`src/rtl/core/assert_macros.svh`:
```
// Assertion macros shared by the RTL in this folder.
// No dependencies; included by modules that carry concurrent checks.
`ifndef ASSERT_MACROS_SVH
`define ASSERT_MACROS_SVH

// Check that a condition holds at every clock edge outside reset.
`define ASSERT_ALWAYS(label, clk, rst_n, cond) \
  label: assert property (@(posedge clk) disable iff (!(rst_n)) (cond)) \
    else $error("assertion failed: condition does not hold");

// Check that a trigger implies a condition at the next clock edge.
`define ASSERT_NEXT(label, clk, rst_n, trig, cond) \
  label: assert property (@(posedge clk) disable iff (!(rst_n)) (trig) |=> (cond)) \
    else $error("assertion failed: condition after trigger does not hold");

// Check that a trigger implies a condition at the same clock edge.
`define ASSERT_IMPLY(label, clk, rst_n, trig, cond) \
  label: assert property (@(posedge clk) disable iff (!(rst_n)) (trig) |-> (cond)) \
    else $error("assertion failed: implication does not hold");

`endif

```
`src/rtl/core/mbrsp_pkg.sv`:
```
// Types and constants for the Modbus response PDU parser.
// No dependencies; used by modbus_response_pdu_parser_core.
`timescale 1ns / 1ps

package mbrsp_pkg;

  // Limits on the declared byte count
  localparam logic [6:0] MAX_REGISTER_WORDS = 7'd125;
  localparam logic [7:0] MAX_BIT_BYTES      = 8'd250;

  // Protocol constants
  localparam logic [7:0] EXC_FLAG       = 8'h80;
  localparam logic [9:0] WRITE_ECHO_LEN = 10'd5;
  localparam logic [8:0] POS_MAX        = 9'd511;

  // Result queue depth
  localparam int unsigned FIFO_DEPTH = 4;

  // Configuration register indexes
  localparam logic [0:0] CFG_EXPECTED_FUNCTION = 1'b0;
  localparam logic [0:0] CFG_RESPONSE_KIND     = 1'b1;

  // Response kinds (code 3 acts as write echo)
  localparam logic [1:0] RESP_REGISTERS = 2'd0;
  localparam logic [1:0] RESP_BITS      = 2'd1;
  localparam logic [1:0] RESP_WRITE     = 2'd2;

  typedef enum logic [1:0] {
    KIND_REG_WORD = 2'd0,
    KIND_BIT_BYTE = 2'd1,
    KIND_STATUS   = 2'd2
  } result_kind_t;

  typedef enum logic [2:0] {
    ST_OK             = 3'd0,
    ST_TOO_SHORT      = 3'd1,
    ST_EXCEPTION      = 3'd2,
    ST_FUNC_MISMATCH  = 3'd3,
    ST_COUNT_MISMATCH = 3'd4
  } status_t;

  typedef struct packed {
    result_kind_t kind;
    logic [15:0]  value;
    status_t      status;
    logic [7:0]   exc_code;
    logic         end_of_pdu;
  } result_t;

endpackage

```
`src/rtl/core/modbus_response_pdu_parser_core.sv`:
```
// Streaming Modbus response PDU parser, top level.
// Depends on mbrsp_pkg and assert_macros.svh.
// The parser takes one PDU byte per cycle while in_ready is high and decides on it in a
// single pass between its state registers and a four-entry result queue; results leave
// one per cycle while out_ready is high. A byte that closes a PDU and also completes a
// register word or bit byte makes two results, so it needs two queue slots: in_ready
// drops while fewer than two queue slots are free. With a consumer that never stalls
// the queue holds at most two results, so bytes flow at one per cycle without a gap.
// Data results are provisional until the closing status result reads ok.
`timescale 1ns / 1ps
`include "assert_macros.svh"

module modbus_response_pdu_parser_core (
  input  logic        clk,
  input  logic        rst_n,
  // request input
  input  logic        in_valid,
  output logic        in_ready,
  input  logic [7:0]  in_data_byte,
  input  logic        in_end_of_input,
  // result output
  output logic        out_valid,
  input  logic        out_ready,
  output logic [1:0]  out_result_kind,
  output logic [15:0] out_value,
  output logic [2:0]  out_status,
  output logic [7:0]  out_exc_code,
  output logic        out_end_of_pdu,
  // configuration
  input  logic        cfg_we,
  input  logic [0:0]  cfg_index,
  input  logic [7:0]  cfg_wdata
);

  localparam int unsigned PTR_W = $clog2(mbrsp_pkg::FIFO_DEPTH);
  localparam int unsigned CNT_W = $clog2(mbrsp_pkg::FIFO_DEPTH + 1);
  localparam logic [CNT_W-1:0] READY_MAX = CNT_W'(mbrsp_pkg::FIFO_DEPTH - 2);

  // configuration and parse state
  logic [7:0] expected_function_r;
  logic [1:0] response_kind_r;
  logic [8:0] byte_position_r, byte_position_nxt;
  logic [7:0] function_byte_r, function_byte_nxt;
  logic [7:0] declared_count_r, declared_count_nxt;
  logic [7:0] held_high_byte_r, held_high_byte_nxt;

  // result queue
  mbrsp_pkg::result_t queue_r [mbrsp_pkg::FIFO_DEPTH];
  logic [PTR_W-1:0] wr_ptr_r, rd_ptr_r;
  logic [CNT_W-1:0] count_r;

  logic in_fire, out_fire;
  logic [7:0] fn_cur, cnt_cur, exc_fn;
  logic [8:0] data_idx;
  logic [9:0] pdu_len, need_len;
  logic fc_ok, data_vld, reg_cnt_ok, bit_cnt_ok;
  mbrsp_pkg::status_t st;
  mbrsp_pkg::result_t data_res, stat_res, first_res;
  logic [1:0] n_push;

  assign in_fire  = in_valid && in_ready;
  assign out_fire = out_valid && out_ready;
  assign in_ready = (count_r <= READY_MAX);

  // decode the incoming byte against the held state
  always_comb begin
    fn_cur     = (byte_position_r == 9'd0) ? in_data_byte : function_byte_r;
    cnt_cur    = (byte_position_r == 9'd1) ? in_data_byte : declared_count_r;
    exc_fn     = expected_function_r | mbrsp_pkg::EXC_FLAG;
    data_idx   = byte_position_r - 9'd2;
    fc_ok      = (function_byte_r == expected_function_r) && (function_byte_r != exc_fn);
    reg_cnt_ok = !declared_count_r[0] &&
                 (declared_count_r[7:1] <= mbrsp_pkg::MAX_REGISTER_WORDS);
    bit_cnt_ok = (declared_count_r <= mbrsp_pkg::MAX_BIT_BYTES);
    pdu_len    = {1'b0, byte_position_r} + 10'd1;
    need_len   = 10'd2 + {2'b00, cnt_cur};

    held_high_byte_nxt = held_high_byte_r;
    data_vld           = 1'b0;
    data_res           = '0;

    // emit data only while the header is sound and the byte is inside the count
    if (byte_position_r >= 9'd2 && fc_ok && data_idx < {1'b0, declared_count_r}) begin
      unique case (response_kind_r)
        mbrsp_pkg::RESP_REGISTERS: begin
          if (reg_cnt_ok) begin
            if (!data_idx[0]) begin
              held_high_byte_nxt = in_data_byte;
            end else begin
              data_vld       = 1'b1;
              data_res.kind  = mbrsp_pkg::KIND_REG_WORD;
              data_res.value = {held_high_byte_r, in_data_byte};
            end
          end
        end
        mbrsp_pkg::RESP_BITS: begin
          if (bit_cnt_ok) begin
            data_vld       = 1'b1;
            data_res.kind  = mbrsp_pkg::KIND_BIT_BYTE;
            data_res.value = {8'h00, in_data_byte};
          end
        end
        default: begin
          data_vld = 1'b0;
        end
      endcase
    end

    // closing status in check order
    if (pdu_len < 10'd2) begin
      st = mbrsp_pkg::ST_TOO_SHORT;
    end else if (fn_cur == exc_fn) begin
      st = mbrsp_pkg::ST_EXCEPTION;
    end else if (fn_cur != expected_function_r) begin
      st = mbrsp_pkg::ST_FUNC_MISMATCH;
    end else if (response_kind_r == mbrsp_pkg::RESP_REGISTERS) begin
      if (cnt_cur[0]) begin
        st = mbrsp_pkg::ST_COUNT_MISMATCH;
      end else if (pdu_len < need_len) begin
        st = mbrsp_pkg::ST_TOO_SHORT;
      end else if (cnt_cur[7:1] > mbrsp_pkg::MAX_REGISTER_WORDS) begin
        st = mbrsp_pkg::ST_COUNT_MISMATCH;
      end else begin
        st = mbrsp_pkg::ST_OK;
      end
    end else if (response_kind_r == mbrsp_pkg::RESP_BITS) begin
      if (pdu_len < need_len) begin
        st = mbrsp_pkg::ST_TOO_SHORT;
      end else if (cnt_cur > mbrsp_pkg::MAX_BIT_BYTES) begin
        st = mbrsp_pkg::ST_COUNT_MISMATCH;
      end else begin
        st = mbrsp_pkg::ST_OK;
      end
    end else begin
      st = (pdu_len != mbrsp_pkg::WRITE_ECHO_LEN) ? mbrsp_pkg::ST_TOO_SHORT
                                                  : mbrsp_pkg::ST_OK;
    end

    stat_res            = '0;
    stat_res.kind       = mbrsp_pkg::KIND_STATUS;
    stat_res.status     = st;
    stat_res.exc_code   = (st == mbrsp_pkg::ST_EXCEPTION) ? cnt_cur : 8'h00;
    stat_res.end_of_pdu = 1'b1;

    first_res = data_vld ? data_res : stat_res;
    n_push    = in_fire ? ({1'b0, data_vld} + {1'b0, in_end_of_input}) : 2'd0;

    // advance the header state, clear it after the final byte
    function_byte_nxt  = (byte_position_r == 9'd0) ? in_data_byte : function_byte_r;
    declared_count_nxt = (byte_position_r == 9'd1) ? in_data_byte : declared_count_r;
    if (in_end_of_input) begin
      byte_position_nxt  = 9'd0;
      function_byte_nxt  = 8'h00;
      declared_count_nxt = 8'h00;
      held_high_byte_nxt = 8'h00;
    end else if (byte_position_r != mbrsp_pkg::POS_MAX) begin
      byte_position_nxt = byte_position_r + 9'd1;
    end else begin
      byte_position_nxt = byte_position_r;
    end
  end

  // configuration writes
  always_ff @(posedge clk) begin
    if (!rst_n) begin
      expected_function_r <= 8'd3;
      response_kind_r     <= mbrsp_pkg::RESP_REGISTERS;
    end else if (cfg_we) begin
      if (cfg_index == mbrsp_pkg::CFG_EXPECTED_FUNCTION) begin
        expected_function_r <= cfg_wdata;
      end else begin
        response_kind_r <= cfg_wdata[1:0];
      end
    end
  end

  // parse state
  always_ff @(posedge clk) begin
    if (!rst_n) begin
      byte_position_r  <= 9'd0;
      function_byte_r  <= 8'h00;
      declared_count_r <= 8'h00;
      held_high_byte_r <= 8'h00;
    end else if (in_fire) begin
      byte_position_r  <= byte_position_nxt;
      function_byte_r  <= function_byte_nxt;
      declared_count_r <= declared_count_nxt;
      held_high_byte_r <= held_high_byte_nxt;
    end
  end

  // result queue storage
  always_ff @(posedge clk) begin
    if (n_push != 2'd0) begin
      queue_r[wr_ptr_r] <= first_res;
    end
    if (n_push == 2'd2) begin
      queue_r[wr_ptr_r + PTR_W'(1)] <= stat_res;
    end
  end

  // result queue pointers
  always_ff @(posedge clk) begin
    if (!rst_n) begin
      wr_ptr_r <= '0;
      rd_ptr_r <= '0;
      count_r  <= '0;
    end else begin
      wr_ptr_r <= wr_ptr_r + PTR_W'(n_push);
      if (out_fire) begin
        rd_ptr_r <= rd_ptr_r + PTR_W'(1);
      end
      count_r <= count_r + CNT_W'(n_push) - CNT_W'(out_fire);
    end
  end

  // drive the result port from the queue head
  assign out_valid       = (count_r != '0);
  assign out_result_kind = queue_r[rd_ptr_r].kind;
  assign out_value       = queue_r[rd_ptr_r].value;
  assign out_status      = queue_r[rd_ptr_r].status;
  assign out_exc_code    = queue_r[rd_ptr_r].exc_code;
  assign out_end_of_pdu  = queue_r[rd_ptr_r].end_of_pdu;

  // checks
  `ASSERT_ALWAYS(a_queue_bound, clk, rst_n, count_r <= CNT_W'(mbrsp_pkg::FIFO_DEPTH))
  `ASSERT_NEXT(a_pdu_restart, clk, rst_n, in_fire && in_end_of_input, byte_position_r == 9'd0)
  `ASSERT_IMPLY(a_status_closes, clk, rst_n, out_valid && out_end_of_pdu, out_result_kind == mbrsp_pkg::KIND_STATUS)

endmodule

```
`config.mk`:
```
export PLATFORM = sky130hd
export DESIGN_NAME = modbus_response_pdu_parser_core
export DESIGN_NICKNAME = d
export VERILOG_FILES = /design/src/rtl/core/mbrsp_pkg.sv /design/src/rtl/core/modbus_response_pdu_parser_core.sv
export VERILOG_INCLUDE_DIRS = /design/src /design/src/rtl/core
export SDC_FILE = /design/constraint.sdc
export NUM_CORES = 1
export LEC_CHECK = 0
export BUFFER_PORTS_ARGS = -buffer_cell sky130_fd_sc_hd__buf_2
export CORE_MARGIN = 1.5
export CORE_UTILIZATION = 35
export CTS_CLUSTER_SIZE = 28
export DETAILED_ROUTE_END_ITERATION = 10
export PLACE_DENSITY = 0.49
export SLEW_MARGIN = 20
export SYNTH_ARGS = -nofsm -noshare
export SYNTH_HDL_FRONTEND = slang
export SYNTH_SLANG_ARGS = --single-unit
```
`constraint.sdc`:
```
create_clock -name clk -period 5.7 [get_ports clk]
set_clock_uncertainty 0.15 [all_clocks]
set_input_delay 0.285 -clock clk [delete_from_list [all_inputs] [get_ports clk]]
set_output_delay 0.285 -clock clk [all_outputs]
set_load 0.01 [all_outputs]
```
==> impl_results.md, run 1 <==
* Status: completed
* Dpl hpwl at 16810 µm
* Mapped Cells at ~800
* Post-synthesis register bit count at about 170
* Root buf cell: clkbuf_16
* Resize count post-CTS at 0
* Effective utilization at floorplan at 35.63%
* GR Util met2 at 32.10%
* I/O Pins at 55
* Sequential power share at 42.3%
* Ant. Diodes at 0
* Pint at 2.155 mW
* CTS sink count at 168
* Pwr Density at 323.9 nW/µm²
* Number of antenna violations at the first check in global routing at 0
* Area of the die at roughly 25000 µm²
* Unique masters post-synth at 70
* Hold Fails Final Rpt at 0
* Final Setup Violations at 0
* Yosys warnings at 0
* Worst setup EP type: flop
* Final hold slack at 12.55 ps
* Crit share post-route at around 89%
* Max Fclk at 197.4 MHz
* Via count at between 6000 and 7000
* Routed vias/inst at between 5 and 6
* Met3 Resource Use GR at 3.559%
* Total gr overflow at 0
* Reg2reg setup slack at between 600 and 700 ps
* Initial DRC count at ~400
* CTS tree: done
* Die Wd at 157.6 µm
* Post-synth ARST share at 0%
* Worst slew margin at 32.27%
* Layout cells sized above 1 at between 15 and 20%
* Drt pass-1 iters at 5
* Critical Path RT at 5840 ps
* Syn nets at 852
* Combinational fraction of design power at 19.5%
* Syn avg cell area at 10.47 µm²
* Worst hold stages at 3
* Routability cong. at between 0.8 and 0.9
* Busiest metal layer after global routing: met2
* Unrepaired setup endpoints after global routing: no
* RR Startpoint: byte_position_r[3]$_SDFFE_PN0P_
* Net switching power at 0.9603 mW
* Largest net degree at the start of global routing at 46
* Die Y at around 160 µm
* Routed WL per cell at around 20 µm
* Setup TNS at 0 ps
* Setup Fix Bufs, Post-CTS at 0
* Hold Path End: response_kind_r[0]$_SDFFE_PN0P_
* Multi-input gate area at 4243 µm²
* First-pass GRT wire length at 37260 µm
* Grt met1 use at 26.45%
* Final slew viol count at 0
* Post-route ant nets at 0
* Worst slew pin tran at 1016 ps
* CP max FO at 15
* Clk_lat worst skew at ~440 ps
* HP Class: in -> reg
* Startpoint Class: flop
* Post-route minimum period at between 5000 and 6000 ps
* CORE AREA at ~23000 µm²
* Filler cells at between 2000 and 2500
* Dominant synthesized flop cell: dfxtp_1
* RR Endpoint: queue_r[1][9]$_DFFE_PP_
* Reg area at 3805 µm²
* Remaining DRCs at 0
* # port buffers at 54
* Clock Path Buffers at 2
* Clk network pwr share at 38.2%
* Switching share of total power at a little under a third
* Clock Pin Slew Worst Setup and Hold Paths at ~70 ps
* Power Total at 3.115 mW
* Arrival time worst endpoint at about 5200 ps
* Total GRT Usage at approximately 20%
* Leak at roughly 3.6 nW
* Peak VDD IR at 153.2 µV
* Mapped cell area at 8363 µm²
* Post-Route Utilization at between 40% and 50%
* H-tree levels at 4
* Worst r2r path cells at 17
* WL final at roughly 24000 µm
* Max-Cap Viols at 0
* Post-synthesis sequential area ratio at between 40% and 50%
* Final Net Count at 899
* CTS Buf Count at 17
* Crit path kind: reg -> reg
* Area growth syn-to-layout at 15.01%
* Number of synthesized flops with an enable pin at 44
* Number of global-route vias before repair at 6532
* Hold Crit Start: cfg_index
* Row count at 56
## what timing repair did
action / 4_1_cts / 5_1_grt
setup endpoints to repair: 0 / 0
endpoints found under the hold margin: 11 / 0
hold buffers: 9 / 0
## area by class of cell
cell class	count	area share [%]
Tap cell	319	4.150
Clock buffer	17	4.423
Multi-Input combinational cell	553	44.11
Sequential cell	168	39.56
Inverter	33	1.288
Clock inverter	15	1.938
Timing Repair Buffer	73	4.527
## through the flow
step | instances | worst slack [ps] | instance area (µm²)
2_1_floorplan | 799 | 1452 | 8363
3_3_place_gp | 1137 | 826.5 | 8916
3_5_place_dp | 1137 | 728.8 | 8916
4_1_cts | 1178 | 697.6 | 9618
5_1_grt | 1178 | 148.6 | 9618
6_report | 1178 | 633.5 | 9618
## synthesized netlist by cell type, drive strengths merged, types with 3 or more instances
master / count / area, µm²
ha: 29 / 362.9
o2bb2ai: 8 / 70.07
a21o: 7 / 52.55
buf: 11 / 65.06
nand2: 69 / 261.5
a22oi: 20 / 150.1
o211ai: 4 / 30.03
a22o: 64 / 560.5
inv: 33 / 123.9
mux4: 29 / 653.1
nor2: 60 / 242.7
nor2b: 38 / 237.7
a31oi: 4 / 25.02
nor3: 30 / 195.2
edfxtp: 44 / 1321
nand3: 15 / 75.07
mux2i: 10 / 100.1
dfxtp: 124 / 2482
a211oi: 3 / 22.52
nand4: 7 / 43.79
o21ai: 24 / 120.1
a21boi: 8 / 60.06
nand2b: 10 / 62.56
and3: 6 / 38.79
a21oi: 14 / 70.07
clkbuf: 34 / 127.6
xor2: 17 / 148.9
nor4: 9 / 71.32
mux2: 3 / 33.78
xnor2: 16 / 140.1
and2: 12 / 75.08
## cells by family after synthesis
| logic type | Yosys count | synth area share, % |
|---|---|---|
| DFF | 168 | 45.48 |
| muxes | 42 | 9.411 |
| xor gates and xnor gates | 33 | 3.456 |
| and+or+nand+nor | 271 | 17.13 |
| buffers and inverters | 78 | 3.785 |
| AOI/OAI and AO/OA | 177 | 16.16 |
| adders and majority gates | 30 | 4.578 |
## power by group through the flow
stage               Combinational, mW  Sequential [mW]  Clock [mW]
floorplan                       0.442             1.33           0
global placement                0.604             1.34           0
detailed placement              0.610             1.34           0
CTS                             0.618             1.32        1.21
global route                    0.677             1.32        1.26
finish                          0.608             1.32        1.19
## registers in the layout (all words and copies together) (netlist names), named ones only
name and flops:
byte_position_r 9, count_r 3, declared_count_r 8, expected_function_r 8
function_byte_r 8, held_high_byte_r 8, queue_r 116, rd_ptr_r 2
response_kind_r 2, wr_ptr_r 2
## cells in the final DEF (no fill, tap or decap), types with 20 or more instances in the layout
cell and instances:
nand2_1 68, a22o_1 64, nor2b_1 38, ha_1 29, nor2_1 55, dfxtp_1 123
mux4_2 29, inv_1 33, buf_2 54, o21ai_0 20, a22oi_1 20, nor3_1 26
edfxtp_1 44
## how the worst max path moves through the flow
stage          slack (ps)  cells after the start                       end                       startpoint
2_1_floorplan        1450                     17  queue_r[0][10]$_DFFE_PP_  byte_position_r[2]$_SDFFE_PN0P_
3_3_place_gp          830                     17  queue_r[2][11]$_DFFE_PP_  byte_position_r[3]$_SDFFE_PN0P_
3_5_place_dp          730                     17  queue_r[3][11]$_DFFE_PP_  byte_position_r[3]$_SDFFE_PN0P_
4_1_cts               700                     17  queue_r[3][11]$_DFFE_PP_  byte_position_r[3]$_SDFFE_PN0P_
5_1_grt               150                     17  queue_r[3][11]$_DFFE_PP_  byte_position_r[3]$_SDFFE_PN0P_
6_report              630                     17   queue_r[1][9]$_DFFE_PP_  byte_position_r[3]$_SDFFE_PN0P_
## metal layers
metal,part of all wire (%),vias to the layer above
li1,-,3045
met1,46,3171
met2,47,197
met3,4.6,36
met4,2.7,0
met5,0,-
## worst max-delay path: stages (launching register included)
cell       delay (ps)
dfxtp_1           430
or4_1             740
nor4_4            250
buf_4             270
mux2i_1           500
inv_1             170
ha_1              250
o21ai_0           140
a21oi_1            90
xor2_1            180
ha_1              340
a21o_1            160
a21oi_1           150
o21ai_0           100
a211oi_1          410
a2111oi_0         220
o21a_2            280
nor2_1            110
No activity file was read; power rests on OpenSTA's default activity.
==> run 2: changes to the inputs <==
==> constraint.sdc (replaced) <==
create_clock -name clk -period 5.6 [get_ports clk]
set_clock_uncertainty 0.15 [all_clocks]
set_input_delay 0.28 -clock clk [delete_from_list [all_inputs] [get_ports clk]]
set_output_delay 0.28 -clock clk [all_outputs]
set_load 0.01 [all_outputs]
==> run 2 against run 1 <==
Sequential cell count stayed put. Clock power hardly changed. Non-clock buffer count is 3 higher. Setup slack better by 190 ps. Clock-buffer cell count stayed put. Via count is 0.39% higher. Largest power group unchanged.
==> impl_results.md, run 2 (synthesis gave the netlist of run 1 again) <==
* Max-Cap Viols at 0 (unchanged)
* Post-Route Utilization at 41.14% (+0.16 points)
* Routed WL per cell at 20.12 µm (about the same)
* Number of global-route vias before repair at 6477 (-0.84%)
* Crit path kind: reg -> reg
* Clock Path Buffers at 2 (unchanged)
* Most frequent cells in the layout: dfxtp_1, nand2_1, a22o_1, nor2_1, buf_2
* Worst r2r path cells at 17 (unchanged)
* Routed vias/inst at 5.482 (+0.13%)
* Initial DRC count at 440 (+13%)
* Ant. Diodes at 0 (unchanged)
* Clock Pin Slew Worst Setup and Hold Paths at 80 ps (about the same)
* Critical Path RT at 5620 ps (-220 ps)
* Layout cells sized above 1 at 17.63% (+0.52 points)
* Uppermost layer routed: met4
* CORE AREA at 23470 µm² (unchanged)
* Post-Layout Cell Count at 1181 (+0.25%)
* Number of antenna violations at the first check in global routing at 0 (unchanged)
* HP Class: in -> reg
* CP max FO at 12 (-3)
* RR Startpoint: byte_position_r[3]$_SDFFE_PN0P_
* Effective utilization at floorplan at 35.63% (unchanged)
* Arrival time worst endpoint at 4800 ps (-410 ps)
* Post-route minimum period at 4773 ps (-293.5 ps)
* Status: completed
* CTS sink count at 168 (unchanged)
* Row count at 56 (unchanged)
* First-pass GRT wire length at 37740 µm (+1.3%)
* Placed instance count at 1141 (+0.35%)
* Pwr Density at 327.5 nW/µm² (+1.1%)
* Worst slew pin tran at 1059 ps (+43.17 ps)
* Area growth syn-to-layout at 15.45%
* Filler cells at 2261 (-1.3%)
* Setup Fix Bufs, Post-CTS at 0 (unchanged)
* Worst slew margin at 28.47% (-3.8 points)
* Most common cell after layout, fill and taps aside: dfxtp_1
* I/O Pins at 55 (unchanged)
* CTS Buf Count at 17 (unchanged)
* Clk_lat worst skew at 430 ps (about the same)
* Wl on met1 at 10940 µm (about the same)
* WL final at 23770 µm (+0.19%)
* Post-route ant nets at 0 (unchanged)
* # port buffers at 54 (unchanged)
* CP startpoint: byte_position_r[3]$_SDFFE_PN0P_
* Die Y at 157.6 µm (unchanged)
* Crit share post-route at 85.23% (-3.7 points)
* Met3 WL at 1159 µm (+6.4%)
* Total gr overflow at 0 (unchanged)
* CTS tree: done
* Number of flip-flops in the largest register at 116 (unchanged)
* Hold Crit Start: cfg_index
* Final slew viol count at 0 (unchanged)
* Most flops, register: queue_r
* Startpoint Class: flop
* Die Wd at 157.6 µm (unchanged)
* Worst hold stages at 3 (unchanged)
* Leak at 3.613 nW (+0.50%)
* Top flop regs: queue_r: 116 flops, byte_position_r: 9 flops
* Power Total at 3.162 mW (+1.5%)
* Total GRT Usage at 20.26% (+0.36 points)
* Dpl hpwl at 17080 µm (+1.6%)
* Remaining DRCs at 0 (unchanged)
* Final Net Count at 902 (+0.33%)
* Peak VDD IR at 152.6 µV (-0.37%)
* Setup TNS at 0 ps (unchanged)
* Max Fclk at 209.5 MHz (+6.1%)
* Unrepaired setup endpoints after global routing: no
* Drt pass-1 iters at 5 (unchanged)
* Met2 Routed Length at 11120 µm (+0.51%)
* Area of the die at 24830 µm² (unchanged)
* Worst setup EP type: flop
* Via count at 6474 (+0.39%)
* Hold Fails Final Rpt at 0 (unchanged)
* Largest net degree at the start of global routing at 46 (unchanged)
* H-tree levels at 4 (unchanged)
* Final Setup Violations at 0 (unchanged)
* Routability cong. at 0.9734 (+8.9%)
* Root buf cell: clkbuf_16
run 2: changes by cell type in the layout (fill, tap and decap cells not counted), moves of 2 or more:
cell	before	now
buf_4	10	14
inv_4	2	0
clkinv_8	4	8
inv_6	2	5
inv_8	4	0
run 2: worst paths after layout:
path,endpoint,slack (ps)
min reg2reg,queue_r[1][0]$_SDFFE_PP1P_,290
min,response_kind_r[1]$_SDFFE_PN0P_,20
max reg2reg,queue_r[2][11]$_DFFE_PP_,830
max,queue_r[2][11]$_DFFE_PP_,830
run 2: cell type report:
cell class	count	area (µm²)	share of cell area, %
multi-input combinational	553	4248	43.99
sequential	168	3805	39.41
timing repair buffer	76	455.4	4.717
clock buffer	17	425.4	4.406
inverter	33	123.9	1.283
tap	319	399.1	4.134
clock inverter	15	198.9	2.060
run 2: critical path, stage by stage (launching register included):
cell	delay [ps]
dfxtp_1	430
or4_1	740
nor4_4	520
mux2i_1	240
buf_4	160
inv_1	70
ha_1	210
o21ai_0	140
a21oi_1	90
xor2_1	180
ha_1	320
a21o_1	160
a21oi_1	140
o21ai_0	100
a211oi_1	370
o311ai_0	190
nand4_1	210
nor2_1	70
run 2: metal layers:
metal	global-route usage (%)	up-vias
li1	-	3059
met1	27.44	3177
met2	32.79	208
met3	3.422	30
met4	6.873	0
met5	0	-
run 2: what timing repair did:
item,in CTS,in global routing
gates resized for setup,0,0
hold buffers,8,0
endpoints found under the hold margin,10,0
setup endpoints to repair,0,0
run 2: power by group:
group	switching [mW]	total [mW]	internal, mW	leakage, nW
Sequential	0.0378	1.34	1.30	1.36
Clock	0.581	1.19	0.611	0.299
Combinational	0.375	0.634	0.259	1.95
run 2: metrics by stage:
step           worst slack [ps]  area, µm²  hold WS [ps]
2_1_floorplan              1352       8363         263.6
3_3_place_gp              990.3       8946         278.7
3_5_place_dp              855.0       8946         284.1
4_1_cts                   829.2       9651         5.379
5_1_grt                   437.2       9656         19.62
6_report                  826.9       9656         20.05
==> run 3: changes to the inputs <==
--- a/config.mk
+++ b/config.mk
@@ -11,7 +11,7 @@
 export CORE_UTILIZATION = 35
 export CTS_CLUSTER_SIZE = 28
 export DETAILED_ROUTE_END_ITERATION = 10
-export PLACE_DENSITY = 0.49
+export PLACE_DENSITY = 0.51
 export SLEW_MARGIN = 20
 export SYNTH_ARGS = -nofsm -noshare
 export SYNTH_HDL_FRONTEND = slang
==> constraint.sdc (replaced) <==
create_clock -name clk -period 4.3 [get_ports clk]
set_clock_uncertainty 0.15 [all_clocks]
set_input_delay 0.215 -clock clk [delete_from_list [all_inputs] [get_ports clk]]
set_output_delay 0.215 -clock clk [all_outputs]
set_load 0.01 [all_outputs]
==> run 3 against run 2 <==
Final area grew 4.1%. Setup slack lost 620 ps. First-iteration DRC count shrank 13%. Critical path type unchanged. Fmax grew 17%. Largest power group unchanged. Largest cell class unchanged. Clock power grew 30%. Sequential cell count is the same. Register-to-register slack lost 620 ps. Core utilization grew 1.7 points.
==> impl_results.md, run 3 (synthesis gave the netlist of run 1 again) <==
* Remaining DRCs at 0 (unchanged)
* Peak VDD IR at 271.2 µV (+78%)
* Hold Crit Start: in_data_byte[4]
* Final slew viol count at 0 (unchanged)
* Initial DRC count at 381 (-13%)
* CP max FO at 6 (-6)
* Combinational fraction of design power at 19.8% (-0.2 points)
* Dpl hpwl at 16860 µm (-1.3%)
* WL final at 23710 µm (-0.25%)
* Clk network pwr share at 37.2% (-0.5 points)
* Worst slew margin at 37.91% (+9.4 points)
* Post-route ant nets at 0 (unchanged)
* # port buffers at 54 (unchanged)
* Crit path kind: reg -> reg
* Arrival time worst endpoint at 4270 ps (-530 ps)
* Total gr overflow at 0 (unchanged)
* Drt pass-1 iters at 5 (unchanged)
* Clock Pin Slew Worst Setup and Hold Paths at 70 ps (about the same)
* Worst setup EP type: flop
* Total GRT Usage at 20.11% (-0.15 points)
* Routed vias/inst at 5.314 (-3.1%)
* Number of antenna violations at the first check in global routing at 1 (+1)
* Uppermost layer routed: met4
* Pwr Density at 413.8 nW/µm² (+26%)
* RR Startpoint: byte_position_r[2]$_SDFFE_PN0P_
* Pint at 2.910 mW (+34%)
* Startpoint Class: flop
* Critical Path RT at 4480 ps (-1140 ps)
* CP startpoint: byte_position_r[2]$_SDFFE_PN0P_
* Die Y at 157.6 µm (unchanged)
* Area of the die at 24830 µm² (unchanged)
* Hold Fails Final Rpt at 0 (unchanged)
* CTS Buf Count at 17 (unchanged)
* Post-route minimum period at 4094 ps (-678.8 ps)
* Final Setup Violations at 0 (unchanged)
* Via count at 6515 (+0.63%)
* Leak at 3.833 nW (+6.1%)
* Most frequent cells in the layout: dfxtp_1, nand2_1, a22o_1, nor2_1, buf_2
* Max Fclk at 244.2 MHz (+17%)
* Clock Path Buffers at 2 (unchanged)
* HP Class: in -> reg
* Number of global-route vias before repair at 6389 (-1.4%)
* Net switching power at 1.250 mW (+26%)
* Root buf cell: clkbuf_16
* Switching share of total power at 30.05% (-1.4 points)
* Crit share post-route at 95.22% (+10 points)
* Row count at 56 (unchanged)
* Clk_lat worst skew at 430 ps (about the same)
* Worst slew pin tran at 930.1 ps (-129.0 ps)
* Placed instance count at 1174 (+2.9%)
* CORE AREA at 23470 µm² (unchanged)
* Met3 WL at 1311 µm (+13%)
* Post-Layout Cell Count at 1226 (+3.8%)
* H-tree levels at 4 (unchanged)
* Routability cong. at 0.8367 (-14%)
* Number of flip-flops in the largest register at 116 (unchanged)
* Routed WL per cell at 19.34 µm (-3.9%)
* Status: completed
* Max-Cap Viols at 0 (unchanged)
* Largest net degree at the start of global routing at 46 (unchanged)
* Top flop regs: queue_r: 116 flops, byte_position_r: 9 flops
* Die Wd at 157.6 µm (unchanged)
* CTS sink count at 168 (unchanged)
* Area growth syn-to-layout at 20.20%
* First-pass GRT wire length at 37410 µm (-0.88%)
* Final Net Count at 946 (+4.9%)
* Effective utilization at floorplan at 35.63% (unchanged)
* Setup TNS at 0 ps (unchanged)
* Most common cell after layout, fill and taps aside: dfxtp_1
* Most flops, register: queue_r
* I/O Pins at 55 (unchanged)
* Wl on met1 at 11220 µm (+2.6%)
* Sequential power share at 43.0% (+0.7 points)
* CTS tree: done
* Met2 Routed Length at 10740 µm (-3.4%)
* Filler cells at 2284 (+1.0%)
* Layout cells sized above 1 at 22.30% (+4.7 points)
[run 3: cell types whose count changed in the layout (fill, tap and decap cells not counted), sizes merged]
cell         previous run  this run
bufinv                  0         1
buf                    68       105
dlygate4sd3             8        15
clkbuf                 17        20
inv                    39        40
diode                   0         1
clkinv                  9         4
[run 3: layout make-up]
| cell class | count | area, µm² | share of cell area (%) |
|---|---|---|---|
| Clock buffer | 20 | 456.7 | 4.543 |
| Antenna cell | 1 | 2.502 | 0.02489 |
| Sequential cell | 168 | 3805 | 37.85 |
| Multi-Input combinational cell | 553 | 4330 | 43.08 |
| Clock inverter | 12 | 131.4 | 1.307 |
| Inverter | 33 | 123.9 | 1.232 |
| Timing Repair Buffer | 120 | 803.3 | 7.991 |
| Tap cell | 319 | 399.1 | 3.971 |
[run 3: path summary, 6_finish.rpt]
| kind | to | slack (ps) | depth (start not counted) |
|---|---|---|---|
| setup reg to reg | count_r[2]$_SDFF_PN0_ | 210 | 19 |
| setup / recovery | count_r[2]$_SDFF_PN0_ | 210 | 19 |
| hold reg to reg | queue_r[2][0]$_SDFFE_PP1P_ | 290 | 2 |
| hold / removal | held_high_byte_r[4]$_SDFFE_PN0P_ | 20 | 3 |
[run 3: what timing repair did]
item,CTS,global route
gates cloned,0,0
setup endpoints to repair,3,61
gates resized for setup,1,19
pin swaps,0,5
hold buffers,15,0
endpoints found under the hold margin,13,0
buffers inserted,0,4
[run 3: worst max-delay path, stage by stage, from the launching register on]
cell and delay [ps]:
dfxtp_1 360, or2_2 340, nor4_4 150, xor2_1 220, ha_1 270, nand3_1 90, o211ai_1 110, a211oi_2 250
o211ai_1 190, nor3b_4 260, ha_4 240, nand2_1 80, ha_1 240, inv_1 50, ha_1 130, inv_1 40
fa_1 370, xor2_1 160, xnor2_1 120, and2_1 150
[run 3: power groups by stage]
| stage | logic [mW] | registers, mW | clock network [mW] |
|---|---|---|---|
| after global routing | 0.909 | 1.80 | 1.65 |
| final | 0.823 | 1.79 | 1.55 |
| after global placement | 0.798 | 1.83 | 0 |
| after floorplan | 0.586 | 1.76 | 0 |
| after detailed placement | 0.797 | 1.83 | 0 |
| after CTS | 0.813 | 1.79 | 1.57 |
[run 3: metal layers]
metal | track usage, % | vias up
met1 | 28.26 | 3180
met4 | 6.110 | 0
met3 | 3.641 | 30
met5 | 0 | -
met2 | 31.40 | 174
li1 | - | 3131
[run 3: metrics by stage]
step           area (µm²)  hold slack, ps  util, %  setup WS [ps]  power [mW]
3_5_place_dp         9194           287.3    39.17          22.68       2.624
3_3_place_gp         9194           279.4    39.17          89.06       2.626
6_report            10050           23.86    42.83          205.7       4.159
2_1_floorplan        8363           198.6        -          51.85       2.343
5_1_grt             10050           22.59    42.81         -30.51       4.362
4_1_cts              9937           12.26    42.33          15.18       4.178
